`src/rtl/core/tsa_pkg.sv`:
```
package tsa_pkg;

    localparam int COORD_BITS_DEF      = 32;
    localparam int ANGLE_FRAC_BITS_DEF = 16;
    localparam int ANGLE_W             = 18;
    localparam int MANT_W              = 30;
    localparam int CORDIC_ITER         = 30;
    localparam int XW                  = 34;
    localparam int ZW                  = 33;
    localparam logic [31:0] PI30       = 32'd3373259426;
    localparam logic [ANGLE_W-1:0] ANGLE_MAX = {ANGLE_W{1'b1}};

    typedef struct packed {
        logic ny_neg;
        logic degen;
    } t_side;

    // atan(2^-i) in units of 2^-30, truncated
    function automatic logic [31:0] atan30(input logic [4:0] idx);
        logic [31:0] t;
        case (idx)
            5'd0:  t = 32'h3243F6A8;
            5'd1:  t = 32'h1DAC6705;
            5'd2:  t = 32'h0FADBAFC;
            5'd3:  t = 32'h07F56EA6;
            5'd4:  t = 32'h03FEAB76;
            5'd5:  t = 32'h01FFD55B;
            5'd6:  t = 32'h00FFFAAA;
            5'd7:  t = 32'h007FFF55;
            5'd8:  t = 32'h003FFFEA;
            5'd9:  t = 32'h001FFFFD;
            5'd10: t = 32'h000FFFFF;
            5'd11: t = 32'h0007FFFF;
            5'd12: t = 32'h0003FFFF;
            5'd13: t = 32'h0001FFFF;
            5'd14: t = 32'h0000FFFF;
            5'd15: t = 32'h00007FFF;
            5'd16: t = 32'h00003FFF;
            5'd17: t = 32'h00001FFF;
            5'd18: t = 32'h00000FFF;
            5'd19: t = 32'h000007FF;
            5'd20: t = 32'h000003FF;
            5'd21: t = 32'h000001FF;
            5'd22: t = 32'h000000FF;
            5'd23: t = 32'h0000007F;
            5'd24: t = 32'h0000003F;
            5'd25: t = 32'h0000001F;
            5'd26: t = 32'h0000000F;
            5'd27: t = 32'h00000007;
            5'd28: t = 32'h00000003;
            5'd29: t = 32'h00000001;
            default: t = 32'h00000000;
        endcase
        return t;
    endfunction

endpackage

```
`src/rtl/core/tsa_isqrt.sv`:
```
module tsa_isqrt (
    input  logic                        i_clk,
    input  logic                        i_rst_n,
    input  logic                        i_en,
    input  logic                        i_valid,
    input  logic [2*tsa_pkg::MANT_W:0]  i_sum,
    input  logic [tsa_pkg::MANT_W-1:0]  i_my,
    input  tsa_pkg::t_side              i_side,
    output logic                        o_valid,
    output logic [tsa_pkg::MANT_W:0]    o_root,
    output logic [tsa_pkg::MANT_W-1:0]  o_my,
    output tsa_pkg::t_side              o_side
);
    import tsa_pkg::*;

    localparam int SW   = 2 * MANT_W + 4;
    localparam int ITER = SW / 2;
    localparam int NST  = ITER / 2;

    function automatic logic [2*SW-1:0] sq_step(input logic [SW-1:0] v,
                                                input logic [SW-1:0] r,
                                                input int k);
        logic [SW-1:0] b;
        logic [SW-1:0] t;
        logic [SW-1:0] vo;
        logic [SW-1:0] ro;
        b = SW'(1) << (SW - 2 - 2 * k);
        t = r + b;
        if (v >= t) begin
            vo = v - t;
            ro = (r >> 1) + b;
        end else begin
            vo = v;
            ro = r >> 1;
        end
        return {vo, ro};
    endfunction

    logic [SW-1:0] w_v [NST+1];
    logic [SW-1:0] w_r [NST+1];
    logic          w_valid [NST+1];
    logic [MANT_W-1:0] w_my [NST+1];
    t_side         w_side [NST+1];

    assign w_v[0]     = SW'(i_sum);
    assign w_r[0]     = '0;
    assign w_valid[0] = i_valid;
    assign w_my[0]    = i_my;
    assign w_side[0]  = i_side;

    for (genvar g = 0; g < NST; g++) begin : g_st
        logic [2*SW-1:0] s0, s1;
        logic [SW-1:0] r_v, r_r;
        logic r_valid;
        logic [MANT_W-1:0] r_my;
        t_side r_side;

        assign s0 = sq_step(w_v[g], w_r[g], 2 * g);
        assign s1 = sq_step(s0[2*SW-1:SW], s0[SW-1:0], 2 * g + 1);

        always_ff @(posedge i_clk) begin
            if (!i_rst_n) begin
                r_valid <= 1'b0;
            end else if (i_en) begin
                r_valid <= w_valid[g];
            end
        end

        always_ff @(posedge i_clk) begin
            if (i_en) begin
                r_v    <= s1[2*SW-1:SW];
                r_r    <= s1[SW-1:0];
                r_my   <= w_my[g];
                r_side <= w_side[g];
            end
        end

        assign w_v[g+1]     = r_v;
        assign w_r[g+1]     = r_r;
        assign w_valid[g+1] = r_valid;
        assign w_my[g+1]    = r_my;
        assign w_side[g+1]  = r_side;
    end

    assign o_valid = w_valid[NST];
    assign o_root  = w_r[NST][MANT_W:0];
    assign o_my    = w_my[NST];
    assign o_side  = w_side[NST];

endmodule

```
`config.mk`:
```
export PLATFORM = sky130hd
export DESIGN_NAME = tsa_isqrt
export DESIGN_NICKNAME = d
export VERILOG_FILES = /design/src/rtl/core/tsa_pkg.sv /design/src/rtl/core/tsa_isqrt.sv
export SDC_FILE = /design/constraint.sdc
export NUM_CORES = 2
export LEC_CHECK = 0
export ABC_CLOCK_PERIOD_IN_PS = 6050
export BUFFER_PORTS_ARGS = -buffer_cell sky130_fd_sc_hd__buf_2
export CORE_ASPECT_RATIO = 1.25
export CORE_UTILIZATION = 55
export DETAILED_ROUTE_END_ITERATION = 12
export GPL_ROUTABILITY_DRIVEN = 0
export PLACE_DENSITY = 0.72
export SLEW_MARGIN = 0
export SYNTH_ARGS = -nofsm -noshare
export SYNTH_HDL_FRONTEND = slang
export SYNTH_SLANG_ARGS = --single-unit
```
`constraint.sdc`:
```
create_clock -name i_clk -period 6.05 [get_ports i_clk]
set_input_delay 0.3025 -clock i_clk [delete_from_list [all_inputs] [get_ports i_clk]]
set_output_delay 0.3025 -clock i_clk [all_outputs]
set_load 0.1 [all_outputs]
```
==> flow_summary.yaml <==
outcome:
  outcome: "complete, no violations"
power_and_ir_drop:
  cell_internal_pwr_w: 0.0294
  comb_power_share: 0.409
  power_frac_seq: 0.361
  powerDensity_nw_per_um2: 407
  power_frac_clock: 0.230
  p_sw_w: 0.0171
  power_switching_share: 0.367
  design_power_total_w: 0.0464
  ir_drop_mv: 0.276
  cellLeakagePower_nw: 43.7
clock_network:
  cts-buffers-inserted: 168
  clock-root-buffer: "clkbuf_16"
  clk_pin_slew_worst_paths_ps: 70
  tritoncts: "done"
  worst_skew_pair_later_pin_latency_ps: 870
  cts_buffer_depth: 3
  cts.sink_count: 1742
  htree_levels: 4
finish:
  drive_gt1_frac: 0.149
  fill_cells: 13300
  final_design_area_no_fill_um2: 114000
  ff_latch_area_um2: 52200
  multi_input_comb_area_um2: 44300
  areaGrowthSynthToFinish_pct: 16.4
  fin_nets: 10400
  finalNonFillerCells: 12300
sta:
  worst_slew_margin_rel: 0.266
  worst_pin_slew_ps: 1090
  fmax_mhz: 168
  whs_ps: 144
  final_setup_viols: 0
  slew_viol_final: 0
  final_min_period_over_clock_period: 0.985
  layout_min_cycle_time_ps: 5960
  fin_skew_ps: 75.8
  hold_violation_total_from_the_final_report: 0
  rsz0062_at_grt: "yes"
yosys:
  synth_top_family_by_area: "simple AND/OR/NAND/NOR gates"
  yosys.area_share.adder: 0.0685
  postSynthAreaPerCell_um2: 11.0
  synthMuxAreaShare: 0.0126
  yosys.area_share.xor_xnor: 0.0733
  synth_flop_cell: "edfxtp_1"
  synth-seq-area-share: 0.532
  postSynth.asyncResetShare: 0
  ys_seq_elements: 1742
  ys_types: 111
  netlist_instances: 8916
  syn_area_um2: 98100
  synth_warnings: 0
  synth-simple-area-share: 0.152
  synth_compound_gate_area_share: 0.134
  number_of_flops_mapped_to_enable_cells_by_yosys: 1726
route:
  drt.antenna.violating_nets: 0
  remaining_drc_errors: 0
  dr_total_vias: 75200
  drt_iter0_drc: 6599
  wl_mm: 262
  routed_via_density: 6.11
  routedWlPerCell_um: 21.3
  drt_pass_1_iters: 9
floorplanning:
  die_width_um: 380
  ios: 161
  floorplan.die_area_um2: 180000
  core-area_um2: 176000
  effective_utilization_at_floorplan: 0.556
  std_cell_rows: 172
  fp.dieH_um: 474
run:
  max_cap_viol_count: 0
worst_setup_path:
  endpoint_kind: "flip-flop"
  max_stage_delay_ps: 590
  slowest_stage: "or4_1"
  worst-setup-path-type: "reg -> reg"
  setup.worst_path.start_class: "flip-flop"
  critical_path.max_fanout: 6
  path_buf_inv: 6
  cp.arrival_ps: 6520
  critical_path_s_top_delay_family: "simple AND/OR/NAND/NOR gates"
  critPathRequiredTime_ps: 6620
global_routing:
  grt-ovfl-total: 0
  grt_first_pass_wirelength_mm: 399
  number_of_global_route_vias_before_repair: 73200
  grt_start_max_net_pins: 201
  antenna_found_initial: 10
  groute.usage.overall: 0.282
place:
  io_buffers: 160
  hpwlAfterDp_mm: 198
  placed_area_um2: 106000
  dp.cells: 11800
min_path:
  holdCritPathClass: "in -> reg"
cell type report:
type                    instances  share of cell area
flip-flops and latches       1742               0.457
repair buffers                951              0.0638
repair inverters                1           0.0000657
well taps                    2349              0.0257
clock inverters               119              0.0123
multi-input cells            6472               0.388
diodes                          2           0.0000438
inverters                     468              0.0155
clock buffers                 191              0.0376
stage by stage:
stage	utilization	TNS [ps]	setup WS, ps
6_report	0.647	0	92.5
5_1_grt	0.647	-1150	-88.8
4_1_cts	0.639	-89.3	-89.3
3_5_place_dp	0.601	-1750	-234
3_3_place_gp	0.601	-287	-169
2_1_floorplan	-	-29.6	-29.6
state kept, by name (all words and copies together), names as in the netlist:
register and flops:
g_st.r_v 958, g_st.r_my 450, o_side 2, g_st.r_r 256, g_st.r_valid 15, g_st.r_side 30, o_my 30, o_valid 1
cells in the final DEF, fill, tap and decap left out, types with 67 or more instances in the layout:
cell / count
dlygate4sd3_1: 97
buf_2: 159
nor3_1: 229
nor2_1: 679
ha_1: 519
nor4_1: 204
and3_1: 69
nand3_1: 194
nand2b_1: 89
a31oi_1: 67
clkbuf_16: 168
a21oi_1: 651
xor2_1: 316
o21bai_1: 70
nor2b_1: 91
edfxtp_1: 1726
inv_1: 449
nand2_1: 686
or3_1: 84
o21a_1: 83
a21o_1: 232
o21ai_0: 411
xnor2_1: 502
nand4_1: 178
buf_4: 664
routing by layer:
layer	part of all wire	vias to the layer above	track usage
li1	-	35300	-
met1	0.37	35800	0.315
met2	0.50	3156	0.505
met3	0.058	941	0.0388
met4	0.071	8	0.179
met5	0.00021	-	0
worst paths after layout:
kind / startpoint / to / slack (ps) / depth (start not counted)
max: g_st[9].r_v[40] / g_st[10].r_v[51] / 90 / 25
min: i_sum[10] / g_st[0].r_v[10] / 140 / 2
max reg2reg: g_st[9].r_v[40] / g_st[10].r_v[51] / 90 / 25
min reg2reg: g_st[11].r_my[29] / g_st[12].r_my[29] / 380 / 0
cells in the mapped netlist, drive strengths merged, types with 69 or more instances:
cell type / instances / area, um2
a21o: 232 / 1740
a31oi: 71 / 450
inv: 466 / 1750
nand2b: 90 / 563
nor4: 222 / 1430
nor3: 238 / 1230
nor2b: 91 / 569
ha: 537 / 6720
a21oi: 689 / 3450
o21a: 83 / 623
xor2: 318 / 2790
o21ai: 448 / 2240
nand2: 693 / 2600
mux2: 69 / 796
nor2: 689 / 2600
nand4: 178 / 1110
or3: 88 / 551
or4: 69 / 526
edfxtp: 1726 / 51800
and3: 71 / 449
nand3: 200 / 1010
clkbuf: 175 / 658
xnor2: 502 / 4400
o21bai: 71 / 533
kinds of logic (layout without fill, tap and decap cells):
group                    count (synthesis)  after routing
flip-flops                            1742           1742
other                                    1              4
XOR/XNOR                               820            820
buffers and inverters                  703           1730
AO/OA/AOI/OAI                         2075           2075
adder cells (fa/ha/maj)                537            537
multiplexers                           113            113
AND/OR/NAND/NOR                       2925           2925
timing repair:
item,4_1_cts,5_1_grt
pin swaps,3,70
resized for setup,11,253
setup endpoints to repair,46,365
hold endpoints to repair,134,0
hold buffers,97,0
gates cloned,0,1
setup buffers,2,41
power groups by stage:
| stage | registers [W] | clock network, W | logic [W] |
|---|---|---|---|
| finish | 0.0168 | 0.0107 | 0.0190 |
| global route | 0.0169 | 0.0113 | 0.0206 |
| CTS | 0.0167 | 0.0109 | 0.0182 |
| detailed placement | 0.0170 | 0 | 0.0180 |
| global placement | 0.0169 | 0 | 0.0176 |
| floorplan | 0.0165 | 0 | 0.0124 |
Power figures use the tool's default switching activity.
